--- src/hw/rtl/sgi_pkg.sv ---
// ---------------------------------------------------------------------------
// sgi_pkg: shared types and constants of the segment intersection unit
// Widths of the datapath, outcome codes and the structs that flow down the
// divider chain.
// ---------------------------------------------------------------------------
package sgi_pkg;

  localparam int CW    = 16;          // coordinate width
  localparam int DW    = CW + 1;      // coordinate difference
  localparam int PW    = 2 * CW + 2;  // product of two differences
  localparam int SW    = 2 * CW + 3;  // side value
  localparam int DENW  = 2 * CW + 4;  // determinant, divisor, dividend
  localparam int RW    = 2 * CW + 5;  // divider remainder with headroom
  localparam int QW    = CW + 2;      // quotient
  localparam int MW    = CW + 2;      // multiplicand magnitude
  localparam int IPW   = CW + 3;      // unsaturated integer point
  localparam int STEPS = CW + 2;      // divider cells

  localparam logic [1:0] OUTCOME_NONE      = 2'd0;
  localparam logic [1:0] OUTCOME_HIT       = 2'd1;
  localparam logic [1:0] OUTCOME_COLLINEAR = 2'd2;

  typedef struct packed {
    logic [QW-1:0] q;
    logic [RW-1:0] r;
    logic [MW-1:0] mag;
  } lane_t;

  typedef struct packed {
    logic [DENW-1:0]       td;
    logic [DENW-1:0]       tn;
    logic [1:0]            outcome;
    logic signed [CW-1:0]  base_x;
    logic signed [CW-1:0]  base_y;
    logic                  neg_x;
    logic                  neg_y;
  } ctl_t;

endpackage

--- src/hw/rtl/sgi_div_cell.sv ---
// ---------------------------------------------------------------------------
// sgi_div_cell: one step of the scaled division
// Takes one multiplicand bit per lane, folds it into quotient and remainder
// and hands the result to the next cell.
// ---------------------------------------------------------------------------
module sgi_div_cell (
  input  logic           clk,
  input  logic           en,
  input  sgi_pkg::ctl_t  ctl_in,
  input  sgi_pkg::lane_t x_in,
  input  sgi_pkg::lane_t y_in,
  output sgi_pkg::ctl_t  ctl_out,
  output sgi_pkg::lane_t x_out,
  output sgi_pkg::lane_t y_out
);

  function automatic sgi_pkg::lane_t step(sgi_pkg::lane_t l,
                                          logic [sgi_pkg::DENW-1:0] td,
                                          logic [sgi_pkg::DENW-1:0] tn);
    logic [sgi_pkg::RW-1:0] r;
    logic [sgi_pkg::RW-1:0] d;
    logic [sgi_pkg::QW-1:0] q;
    sgi_pkg::lane_t o;
    d = sgi_pkg::RW'(td);
    q = {l.q[sgi_pkg::QW-2:0], 1'b0};
    r = {l.r[sgi_pkg::RW-2:0], 1'b0};
    if (r >= d) begin
      r = r - d;
      q = q + sgi_pkg::QW'(1);
    end
    if (l.mag[sgi_pkg::MW-1]) begin
      r = r + sgi_pkg::RW'(tn);
      if (r >= d) begin
        r = r - d;
        q = q + sgi_pkg::QW'(1);
      end
    end
    o.q   = q;
    o.r   = r;
    o.mag = {l.mag[sgi_pkg::MW-2:0], 1'b0};
    return o;
  endfunction

  sgi_pkg::ctl_t  ctl_r;
  sgi_pkg::lane_t x_r;
  sgi_pkg::lane_t y_r;

  always_ff @(posedge clk) begin
    if (en) begin
      ctl_r <= ctl_in;
      x_r   <= step(x_in, ctl_in.td, ctl_in.tn);
      y_r   <= step(y_in, ctl_in.td, ctl_in.tn);
    end
  end

  assign ctl_out = ctl_r;
  assign x_out   = x_r;
  assign y_out   = y_r;

endmodule

--- config.mk ---
export PLATFORM = sky130hd
export DESIGN_NAME = sgi_div_cell
export DESIGN_NICKNAME = d
export VERILOG_FILES = /design/src/hw/rtl/sgi_pkg.sv /design/src/hw/rtl/sgi_div_cell.sv
export SDC_FILE = /design/constraint.sdc
export NUM_CORES = 1
export LEC_CHECK = 0
export BUFFER_PORTS_ARGS = -buffer_cell sky130_fd_sc_hd__buf_4
export CORE_AREA = 2 2 201 203
export CTS_CLUSTER_SIZE = 28
export DETAILED_ROUTE_END_ITERATION = 6
export DIE_AREA = 0 0 203 205
export GPL_ROUTABILITY_DRIVEN = 0
export PLACE_DENSITY = 0.82
export SYNTH_ARGS = -nofsm -noshare
export SYNTH_HDL_FRONTEND = slang
export SYNTH_SLANG_ARGS = --single-unit
--- constraint.sdc ---
create_clock -name clk -period 14.9 [get_ports clk]
set_input_delay 1.49 -clock clk [delete_from_list [all_inputs] [get_ports clk]]
set_output_delay 1.49 -clock clk [all_outputs]
set_load 0.02 [all_outputs]
==> flow_metrics.py <==
metrics = {
    "clock_network": {
        "htree_levels": 1,
        "numCtsBuffers": 27,
        "hold_buffers": 0,
        "cts_resized": 0,
        "cts_tree": "done",
        "cts_max_path_buffers": 3,
        "cts_sinks": 252,
        "cts_root_buf": "clkbuf_16",
        "clkTransAtPathRegs_ns": 0.06,
        "cts_setup_buffers": 0,
    },
    "sta": {
        "period_share_pct": 78.0,
        "timing.fmax_mhz": 86.0,
        "setup-tns-final_ns": 0,
        "rsz0062_at_grt": "false",
        "period_minus_slack_ns": 11.63,
        "slew_headroom_pct": 29.6,
        "setup_slack_ns": 3.27,
        "slew_violations": 0,
        "setup_viol": 0,
        "finalHoldViolations": 0,
        "tightest_slew_ns": 1.05,
    },
    "die": {
        "fp.dieW_um": 203,
        "rows": 73,
        "coreArea_mm2": 0.0394,
        "start_util_pct": 56.0,
        "fp.dieH_um": 205,
        "ios": 510,
        "die_area_mm2": 0.0416,
    },
    "routing": {
        "wl_per_cell_um": 22.4,
        "drc_errors": 0,
        "vias": 21600,
        "drtIter0Drc": 2744,
        "routed_wl_mm": 76.2,
        "ant_nets": 0,
        "drt-vias-per-instance": 6.34,
        "first_pass_iters": 6,
    },
    "worst_setup_path": {
        "start_kind": "primary input",
        "crit_arrival_ns": 11.95,
        "cpMaxStageDelayCell": "a2111oi_0",
        "startpoint": "ctl_in[73]",
        "critPathKind": "in -> reg",
        "cp.required_ns": 15.22,
        "crit_path_max_incr_delay_ns": 0.63,
        "critical_path.max_fanout": 41,
        "endpoint_kind": "register",
    },
    "synth": {
        "syn_inst": 2392,
        "yosysWarnings": 0,
        "synth_area_per_cell_um2": 9.21,
        "ys_types": 82,
        "synth-edff-count": 252,
        "synth-seq-cells": 252,
        "synthArstFlopShare_pct": 0,
        "synth_flop_cell": "edfxtp_1",
        "ys_seq_area_share_pct": 34.4,
        "syn_area_mm2": 0.0220,
    },
    "placement": {
        "port_buffers": 503,
        "hpwl_mm": 60.6,
        "dp_slack_ns": 3.18,
        "dp_cells": 3357,
    },
    "grt": {
        "grt_pass1_wl_mm": 112,
        "antenna_found_initial": 3,
        "grt-ovfl-total": 0,
        "grt_pass1_vias": 20100,
        "grt_max_degree": 107,
        "track_usage_pct": 34.8,
    },
    "final_layout": {
        "area_growth_pct": 23.1,
        "final_nets": 3343,
        "final_core_util_pct": 68.9,
        "final_common_cell": "buf_4",
        "fin_cells": 3406,
        "final_cell_mix": "511 x buf_4, 274 x a21oi_1, 252 x edfxtp_1, 220 x ha_1, 216 x nor2_1",
        "layout-drive-gt1-share_pct": 22.1,
    },
    "outcome": {
        "status": "completed",
    },
    "worst_hold_path": {
        "hold_start": "x_in[6]",
        "hold_depth": 1,
        "hold_class": "in -> reg",
    },
    "job": {
        "max_cap_viol_count": 0,
    },
    "pwr": {
        "peakVddDrop_mv": 0.0916,
        "leakage_uw": 0.0118,
        "p_per_area_mw_per_mm2": 161,
    },
}
## worst max-delay path, delay by kind of cell
kind / cells / cell delay [ns]
muxes: 3 / 1.11
xor gates and xnor gates: 1 / 0.19
AOI/OAI and AO/OA: 17 / 4.94
buffers and inverters: 4 / 1.39
and+or+nand+nor: 6 / 1.68
adders and majority gates: 3 / 1.05
## cell usage after synthesis (all sizes together), types with 7 or more instances
library cell,number,area (µm²)
o21ai,142,711
clkbuf,58,218
inv,91,342
mux2,57,642
nor3,49,268
a21o,102,766
a21oi,274,1370
buf,15,105
nor4,11,68.8
and4,9,78.8
or2,10,62.6
edfxtp,252,7570
nand3,50,250
ha,220,2750
and2,15,93.8
or3,13,81.3
a31o,7,61.3
nand4,39,244
xnor2,134,1170
a2111oi,8,70.1
nor2,216,811
xor2,83,727
nand2b,26,163
a31oi,27,169
a21boi,8,60.1
mux2i,38,380
nand2,175,657
a211oi,25,188
nor2b,16,100
nor3b,9,67.6
o21bai,30,225
o21a,32,240
a41oi,7,61.3
o211ai,16,120
a221oi,7,61.3
o31ai,9,72.6
and3,22,143
## report_power, final
part           total, µW  switching, µW  leakage [µW]  internal, µW
Sequential           991           42.2       0.00247           949
Combinational       2680           1560       0.00894          1120
Clock                686            283      0.000430           403
## sequential cells by signal, indices dropped and copies added (netlist names)
register,count
x_out,72
ctl_out,108
y_out,72
## stage by stage
step                instance area (µm²)  hold WS [ns]  total power, µW
floorplan                         22000          1.59             2890
global placement                  26200          1.67             3510
detailed placement                26200          1.67             3590
CTS                               27100          1.06             4300
global route                      27100          1.07             4610
finish                            27100          1.09             4360
## path summary, 6_finish.rpt
kind / end / slack (ns)
setup / recovery: y_out[27] / 3.27
hold / removal: x_out[7] / 1.09
## cell families (layout without fill, tap and decap cells)
group / after synthesis / count (layout) / share of synthesized area (%)
simple gates: 679 / 679 / 14.7
other cells: 1 / 4 / 0.0170
buf+inv: 167 / 653 / 3.07
fa+ha+maj: 226 / 226 / 13.0
mux: 95 / 95 / 4.64
compound gates: 755 / 755 / 21.5
flops: 252 / 252 / 34.4
xor+xnor: 217 / 217 / 8.63
## area by class of cell
cell class              instances  area, µm²
clock inverters                13        184
diodes                          2       5.00
inverters                      94        353
well taps                     525        657
flip-flops and latches        252       7570
repair buffers                512       3850
fillers                      3031      12200
multi-input cells            1974      13800
clock buffers                  34        702
## layer usage
metal	vias up	part of all wire, %	global-route usage, %
li1	9917	-	-
met1	10000	37	43.5
met2	1400	46	57.7
met3	255	11	6.14
met4	2	6.0	18.3
met5	-	0.017	0
Note: power is estimated with default switching activity, not from simulation.
