[src/hw/rtl/sgi_pkg.sv]
// ---------------------------------------------------------------------------
// sgi_pkg: shared types and constants of the segment intersection unit
// Widths of the datapath, outcome codes and the structs that flow down the
// divider chain.
// ---------------------------------------------------------------------------
package sgi_pkg;

  localparam int CW    = 16;          // coordinate width
  localparam int DW    = CW + 1;      // coordinate difference
  localparam int PW    = 2 * CW + 2;  // product of two differences
  localparam int SW    = 2 * CW + 3;  // side value
  localparam int DENW  = 2 * CW + 4;  // determinant, divisor, dividend
  localparam int RW    = 2 * CW + 5;  // divider remainder with headroom
  localparam int QW    = CW + 2;      // quotient
  localparam int MW    = CW + 2;      // multiplicand magnitude
  localparam int IPW   = CW + 3;      // unsaturated integer point
  localparam int STEPS = CW + 2;      // divider cells

  localparam logic [1:0] OUTCOME_NONE      = 2'd0;
  localparam logic [1:0] OUTCOME_HIT       = 2'd1;
  localparam logic [1:0] OUTCOME_COLLINEAR = 2'd2;

  typedef struct packed {
    logic [QW-1:0] q;
    logic [RW-1:0] r;
    logic [MW-1:0] mag;
  } lane_t;

  typedef struct packed {
    logic [DENW-1:0]       td;
    logic [DENW-1:0]       tn;
    logic [1:0]            outcome;
    logic signed [CW-1:0]  base_x;
    logic signed [CW-1:0]  base_y;
    logic                  neg_x;
    logic                  neg_y;
  } ctl_t;

endpackage

[src/hw/rtl/sgi_round.sv]
// ---------------------------------------------------------------------------
// sgi_round: rounding and saturation of one coordinate
// Registers the floor of the point and its fraction, then rounds half away
// from zero and clamps to the coordinate range.
// ---------------------------------------------------------------------------
module sgi_round (
  input  logic                        clk,
  input  logic                        en,
  input  logic signed [sgi_pkg::CW-1:0] base,
  input  logic                        neg,
  input  logic [sgi_pkg::QW-1:0]      q,
  input  logic [sgi_pkg::RW-1:0]      r,
  input  logic [sgi_pkg::DENW-1:0]    td,
  output logic signed [sgi_pkg::CW-1:0] coord
);

  localparam int IPW = sgi_pkg::IPW;
  localparam int CW  = sgi_pkg::CW;
  localparam logic signed [IPW-1:0] SAT_HI = {{(IPW-CW+1){1'b0}}, {(CW-1){1'b1}}};
  localparam logic signed [IPW-1:0] SAT_LO = ~SAT_HI;

  logic signed [IPW-1:0]       base_e;
  logic signed [IPW-1:0]       q_e;
  logic signed [IPW-1:0]       ip_nxt;
  logic [sgi_pkg::DENW-1:0]    fr_nxt;
  logic                        r_zero;
  logic signed [IPW-1:0]       ip_r;
  logic [sgi_pkg::DENW-1:0]    fr_r;
  logic [sgi_pkg::DENW-1:0]    td_r;
  logic [sgi_pkg::DENW:0]      fr2;
  logic [sgi_pkg::DENW:0]      td_e;
  logic                        up;
  logic signed [IPW-1:0]       ip_up;

  assign base_e = IPW'(base);
  assign q_e    = $signed({1'b0, q});
  assign r_zero = (r == '0);

  always_comb begin
    if (!neg) begin
      ip_nxt = base_e + q_e;
      fr_nxt = sgi_pkg::DENW'(r);
    end else if (r_zero) begin
      ip_nxt = base_e - q_e;
      fr_nxt = '0;
    end else begin
      ip_nxt = base_e - q_e - IPW'(1);
      fr_nxt = td - sgi_pkg::DENW'(r);
    end
  end

  always_ff @(posedge clk) begin
    if (en) begin
      ip_r <= ip_nxt;
      fr_r <= fr_nxt;
      td_r <= td;
    end
  end

  // A non-negative floor rounds up on an exact half, a negative one does not.
  assign fr2  = {fr_r, 1'b0};
  assign td_e = {1'b0, td_r};
  assign up   = ip_r[IPW-1] ? (fr2 > td_e) : (fr2 >= td_e);
  assign ip_up = ip_r + $signed({{(IPW-1){1'b0}}, up});

  always_comb begin
    priority if (ip_up > SAT_HI) begin
      coord = SAT_HI[CW-1:0];
    end else if (ip_up < SAT_LO) begin
      coord = SAT_LO[CW-1:0];
    end else begin
      coord = ip_up[CW-1:0];
    end
  end

endmodule
[config.mk]
export PLATFORM = sky130hd
export DESIGN_NAME = sgi_round
export DESIGN_NICKNAME = d
export VERILOG_FILES = /design/src/hw/rtl/sgi_pkg.sv /design/src/hw/rtl/sgi_round.sv
export SDC_FILE = /design/constraint.sdc
export NUM_CORES = 1
export LEC_CHECK = 0
export BUFFER_PORTS_ARGS = -buffer_cell sky130_fd_sc_hd__buf_2
export CORE_ASPECT_RATIO = 2
export CORE_MARGIN = 8
export CORE_UTILIZATION = 59
export DETAILED_ROUTE_END_ITERATION = 8
export PLACE_DENSITY = 0.82
export RECOVER_POWER = 100
export SYNTH_ARGS = -nofsm -noshare
export SYNTH_HDL_FRONTEND = slang
export SYNTH_SLANG_ARGS = --single-unit
export TNS_END_PERCENT = 1
[constraint.sdc]
create_clock -name clk -period 5.15 [get_ports clk]
set_input_delay 0.2575 -clock clk [delete_from_list [all_inputs] [get_ports clk]]
set_output_delay 0.2575 -clock clk [all_outputs]
set_load 0.005 [all_outputs]
==> run metrics, run 1 <==
outcome=complete, but fails checks; failing checks=capacitance limit, slew limit; Util after Layout=0.672; Ports=126; Mapped Area=8670 um^2; Synth cell types=76; Cell Rows=62; Die Ht=187 um; Crit path required time=4.89 ns; Syn Inst Count=969; Async S/R FF share, synth=0; max incr delay on CP=0.36 ns; vias in the first global route=8024; fillers=1231; ANT cells=0; top cells by area, synth=edfxtp_1 32%, ha_1 16%, xnor2_1 5.6%; most frequent cells in the layout=124 x inv_1, 109 x ha_1, 91 x edfxtp_1; maximum root-to-sink buffer count=2; cell taking the most area after synthesis=edfxtp_1; die footprint=19100 um^2; PD cells=261 nW/um^2; DRT iter0 DRCs=348; CTS Buf Count=9; crit end category=output pin; Tmin final=4.92 ns; Worst Tran Pin Value=4.82 ns; largest net degree at the start of global routing=92; layout net count=1298; Seq/Total Area, Yosys=0.315; Initial Util=0.604; Sw Pwr=867 uW; CP max-delay cell=edfxtp_1; Comb power frac=0.368; Area Overhead vs Synth=11.2%; Crit. Startpoint=fr_r[13]; Inst Count DP=1255; GR Util All Layers=0.245; post-synthesis register bit count=91; Synth top area share=0.315; Die W=102 um; critical path class=reg -> out; wire per inst=18.2 um; CTS tree=done; final cell count without fillers=1273; initial antenna violation count=2; # hold bufs at CTS=0; setup slack after layout=0.233 ns; post-DP HPWL=18500 um; highest clock rate=0.203 GHz; DRC errors left=0; internal power=1.65 mW; ANT nets after route=0; DP Area=9410 um^2; Total Wirelength=23100 um; dpl ws=0.483 ns; Final Max Tran Viols=92; Core Box Area=14400 um^2; # clock sinks=91; htree depth=3; Fin. Hold Viols=0; gpl congestion=0.930; Flop pwr share=0.388; global-route wire length before repair=36500 um; most common cell after layout, fill and taps aside=inv_1; layout cells sized above 1=0.118; Clk pwr share=0.243; vias per std cell=6.02; Arrival @ worst endpoint=4.66 ns; Final setup viols=0; design area=9640 um^2; max cap viols=1; Worst path most repeated cell=a21o_1; startpoint types=flop; syn avg cell area=8.95 um^2; switching part of the total power=0.344; Vias=7667; critical path fanouts, max=12; Min-Delay Path Class=in -> reg; Final Cycle Share=0.955; Slew HR=-2.21; number of synthesized flops with an enable pin=91; Main synth FF type=edfxtp_1; Clock Tree Root=clkbuf_16; IO Port Bufs=125; gr ovfl total=0; Static Leak=4.31 nW; Max VDD drop=0.134 mV; Ys Warns=0; clk slew on worst S/H paths=0.06 ns; drt pass-1 iters=5; Setup crit end=coord[7]; Syn Nets=1191
[routing by layer]
layer / wire length [um] / global-route usage / up-vias / part of all wire
met5: 31 / 0 / - / 0.0013
met4: 1700 / 0.191 / 4 / 0.073
met3: 1200 / 0.0418 / 103 / 0.052
met2: 12800 / 0.466 / 271 / 0.55
met1: 7410 / 0.210 / 3566 / 0.32
li1: - / - / 3723 / -
[worst min path at each step]
stage               cells after the start        to  startpoint
finish                                  1  td_r[12]      td[12]
global placement                        1   td_r[0]       td[0]
floorplan                               0   td_r[0]       td[0]
CTS                                     1  td_r[34]      td[34]
global route                            1  td_r[35]      td[35]
detailed placement                      1   td_r[0]       td[0]
[power groups by stage]
stage,Combinational [mW],Sequential [mW],Clock [mW]
final,0.928,0.978,0.613
after detailed placement,0.916,0.989,0
after global routing,1.03,0.989,0.641
after CTS,0.923,0.973,0.619
after floorplan,0.645,0.972,0
after global placement,0.889,0.985,0
[cell type report]
type                    instances  area, um^2  area share
inverters                     124         465      0.0483
repair buffers                129         606      0.0628
clock inverters                 6        42.5     0.00441
well taps                     192         240      0.0249
multi-input cells             721        5330       0.552
clock buffers                  10         229      0.0238
flip-flops and latches         91        2730       0.283
[logic make-up after synthesis]
logic type / after synthesis / share of synthesized area
DFF: 91 / 0.315
buffers and inverters: 158 / 0.0707
xor gates and xnor gates: 92 / 0.0929
and+or+nand+nor: 241 / 0.147
AOI/OAI and AO/OA: 267 / 0.200
adders and majority gates: 112 / 0.164
muxes: 8 / 0.00953
[registers in the layout, summed over array words and instances (netlist names)]
register  flops
fr_r         36
ip_r         19
td_r         36
[cells in the mapped netlist, types with 3 or more instances]
| library cell | instances |
|---|---|
| xor2_1 | 37 |
| o31ai_1 | 5 |
| nand4_1 | 21 |
| mux2i_1 | 6 |
| a211o_1 | 4 |
| inv_1 | 124 |
| nor3_1 | 14 |
| fa_1 | 3 |
| edfxtp_1 | 91 |
| and3_1 | 9 |
| o21bai_1 | 8 |
| xnor2_1 | 55 |
| o2111ai_1 | 4 |
| nand3_1 | 20 |
| o21ai_0 | 57 |
| or3_1 | 8 |
| a21o_1 | 37 |
| a221o_1 | 4 |
| nor2b_1 | 11 |
| a31oi_1 | 8 |
| a211oi_1 | 3 |
| nand2b_1 | 9 |
| a21oi_1 | 70 |
| o21a_1 | 9 |
| ha_1 | 109 |
| o211ai_1 | 5 |
| buf_1 | 3 |
| clkbuf_1 | 27 |
| nor2_1 | 60 |
| nor4_1 | 13 |
| nand2_1 | 51 |
| o22ai_1 | 24 |
| nand3b_1 | 5 |
| and2_1 | 3 |
[through the flow]
stage           TNS, ns  total power, mW  hold slack [ns]
2_1_floorplan         0             1.62            0.356
3_3_place_gp          0             1.87            0.451
3_5_place_dp          0             1.90            0.457
4_1_cts               0             2.52           0.0865
5_1_grt        -0.00478             2.66           0.0939
6_report              0             2.52            0.101
[critical path: cells and delay by family, from the launching register on]
kind,cells,cell delay (ns)
fa+ha+maj,3,0.78
compound gates,12,2.01
flops,1,0.36
simple gates,8,0.79
buf+inv,2,0.35
[timing repair]
action / in CTS / in global routing
resized for setup: 0 / 12
endpoints found under the setup margin: 0 / 15
buffers inserted: 0 / 1
Note: power is estimated with default switching activity, not from simulation.
==> run 2: changes to the inputs <==
--- a/config.mk
+++ b/config.mk
@@ -5,13 +5,14 @@
 export SDC_FILE = /design/constraint.sdc
 export NUM_CORES = 1
 export LEC_CHECK = 0
+export ABC_CLOCK_PERIOD_IN_PS = 5150
 export BUFFER_PORTS_ARGS = -buffer_cell sky130_fd_sc_hd__buf_2
 export CORE_ASPECT_RATIO = 2
 export CORE_MARGIN = 8
-export CORE_UTILIZATION = 59
+export CORE_UTILIZATION = 35
 export DETAILED_ROUTE_END_ITERATION = 8
-export PLACE_DENSITY = 0.82
-export RECOVER_POWER = 100
+export PLACE_DENSITY = 0.53
+export RECOVER_POWER = 25
 export SYNTH_ARGS = -nofsm -noshare
 export SYNTH_HDL_FRONTEND = slang
 export SYNTH_SLANG_ARGS = --single-unit
==> run 2 against run 1 <==
Compared with the run above:
- the run still ends with capacitance limit, slew limit left
- sequential power decreased by 0.4%
- die area rose by 59%
- sequential share of layout area is 0.74 points lower
- count of clock-buffer cells in the layout shrank 1
- highest routed layer unchanged
- fmax increased by 2.6%
- core utilization fell by 27 points
- first-iteration DRC count decreased by 7.2%
==> run metrics, run 2 (synthesized netlist as in run 1, its figures left out) <==
layout net count=1299 (was 1298); CP max-delay cell=edfxtp_1 (unchanged); Max VDD drop=0.175 mV (was 0.134 mV); Total Wirelength=26100 um (was 23100 um); Final setup viols=0 (unchanged); clk slew on worst S/H paths=0.07 ns (was 0.06 ns); Die W=127 um (was 102 um); vias in the first global route=8088 (was 8024); maximum root-to-sink buffer count=2 (unchanged); DRT iter0 DRCs=323 (was 348); gpl congestion=0.889 (was 0.930); dpl ws=0.343 ns (was 0.483 ns); Final Cycle Share=0.931 (was 0.955); DRC errors left=0 (unchanged); max cap viols=1 (unchanged); Static Leak=4.34 nW (was 4.31 nW); htree depth=3 (unchanged); CTS Buf Count=9 (unchanged); Cell Rows=81 (was 62); Min Hold Slack=0.0948 ns (was 0.101 ns); critical path fanouts, max=10 (was 12); Die Ht=239 um (was 187 um); crit end category=output pin (unchanged); max incr delay on CP=0.37 ns (was 0.36 ns); initial antenna violation count=5 (was 2); Ports=126 (unchanged); PD cells=263 nW/um^2 (was 261 nW/um^2); Final Max Tran Viols=47 (was 92); layout cells sized above 1=0.127 (was 0.118); GR Util All Layers=0.176 (was 0.245); setup_tns=0 ns (unchanged); post-DP HPWL=21800 um (was 18500 um); Slew HR=-0.731 (was -2.21); Clock Tree Root=clkbuf_16 (unchanged); Min-Delay Path Class=in -> reg (unchanged); startpoint types=flop (unchanged); outcome=complete, but fails checks (unchanged); Initial Util=0.355 (was 0.604); gr ovfl total=0 (unchanged); final cell count without fillers=1417 (was 1273); IO Port Bufs=125 (unchanged); Worst path most repeated cell=a21o_1 (unchanged); global-route wire length before repair=41000 um (was 36500 um); # clock sinks=91 (unchanged); Worst Tran Pin Value=2.60 ns (was 4.82 ns); design area=9900 um^2 (was 9640 um^2); Crit path required time=4.89 ns (about the same); RSZ-0062 raised after global routing=false; most frequent cells in the layout=124 x inv_1, 108 x ha_1, 91 x edfxtp_1 (was 124 x inv_1, 109 x ha_1, 91 x edfxtp_1); Arrival @ worst endpoint=4.54 ns (was 4.66 ns); CTS tree=done (unchanged); wire per inst=18.5 um (was 18.2 um); Buf/Inv on CP=2 (unchanged); failing checks=capacitance limit, slew limit (unchanged); top flop regs=fr_r (36), td_r (36), ip_r (19) (unchanged); most common cell after layout, fill and taps aside=inv_1 (unchanged); Inst Count DP=1397 (was 1255); Core Box Area=24400 um^2 (was 14400 um^2); setup slack after layout=0.356 ns (was 0.233 ns); DP Area=9600 um^2 (was 9410 um^2); vias per std cell=5.30 (was 6.02); CP delay by family, top=compound AO/OA/AOI/OAI gates (unchanged); drt pass-1 iters=5 (unchanged); ANT nets after route=0 (unchanged); Tmin final=4.79 ns (was 4.92 ns); Fin. Hold Viols=0 (unchanged); die footprint=30400 um^2 (was 19100 um^2); highest clock rate=0.209 GHz (was 0.203 GHz); critical path class=reg -> out (unchanged); Vias=7504 (was 7667); Area Overhead vs Synth=14.2% (was 11.2%); largest net degree at the start of global routing=81 (was 92)
run 2: layer usage:
layer  up-vias  global-route usage  share of wire
met4         4               0.110          0.051
met2       151               0.370           0.60
li1       3708                   -              -
met5         -                   0         0.0010
met1      3580               0.139           0.32
met3        61              0.0333          0.030
run 2: stage by stage:
step | util | power [mW]
after floorplan | - | 1.62
after global placement | 0.393 | 1.92
after detailed placement | 0.393 | 1.93
after CTS | 0.406 | 2.64
after global routing | 0.405 | 2.77
final | 0.405 | 2.61
run 2: what timing repair did:
action | in CTS | in global routing
endpoints found under the setup margin | 7 | 15
gates resized for setup | 2 | 9
buffers inserted | 0 | 1
hold buffers | 0 | 0
pin swaps | 0 | 3
run 2: final cells by class:
class / count / area, um^2
Tap cell: 332 / 415
Antenna cell: 3 / 7.51
Inverter: 124 / 465
Fill cell: 2552 / 14500
Sequential cell: 91 / 2730
Clock buffer: 9 / 225
Multi-Input combinational cell: 720 / 5350
Timing Repair Buffer: 131 / 626
Clock inverter: 7 / 76.3
run 2: report_power, final:
| part | leakage (nW) | internal, mW | switching [mW] |
|---|---|---|---|
| combinational | 3.31 | 0.397 | 0.544 |
| clock | 0.142 | 0.380 | 0.311 |
| sequential | 0.889 | 0.927 | 0.0474 |
run 2: path summary, 6_finish.rpt:
kind / from / to / slack (ns) / cells after the start
max: fr_r[13] / coord[0] / 0.36 / 25
min: td[16] / td_r[16] / 0.09 / 1
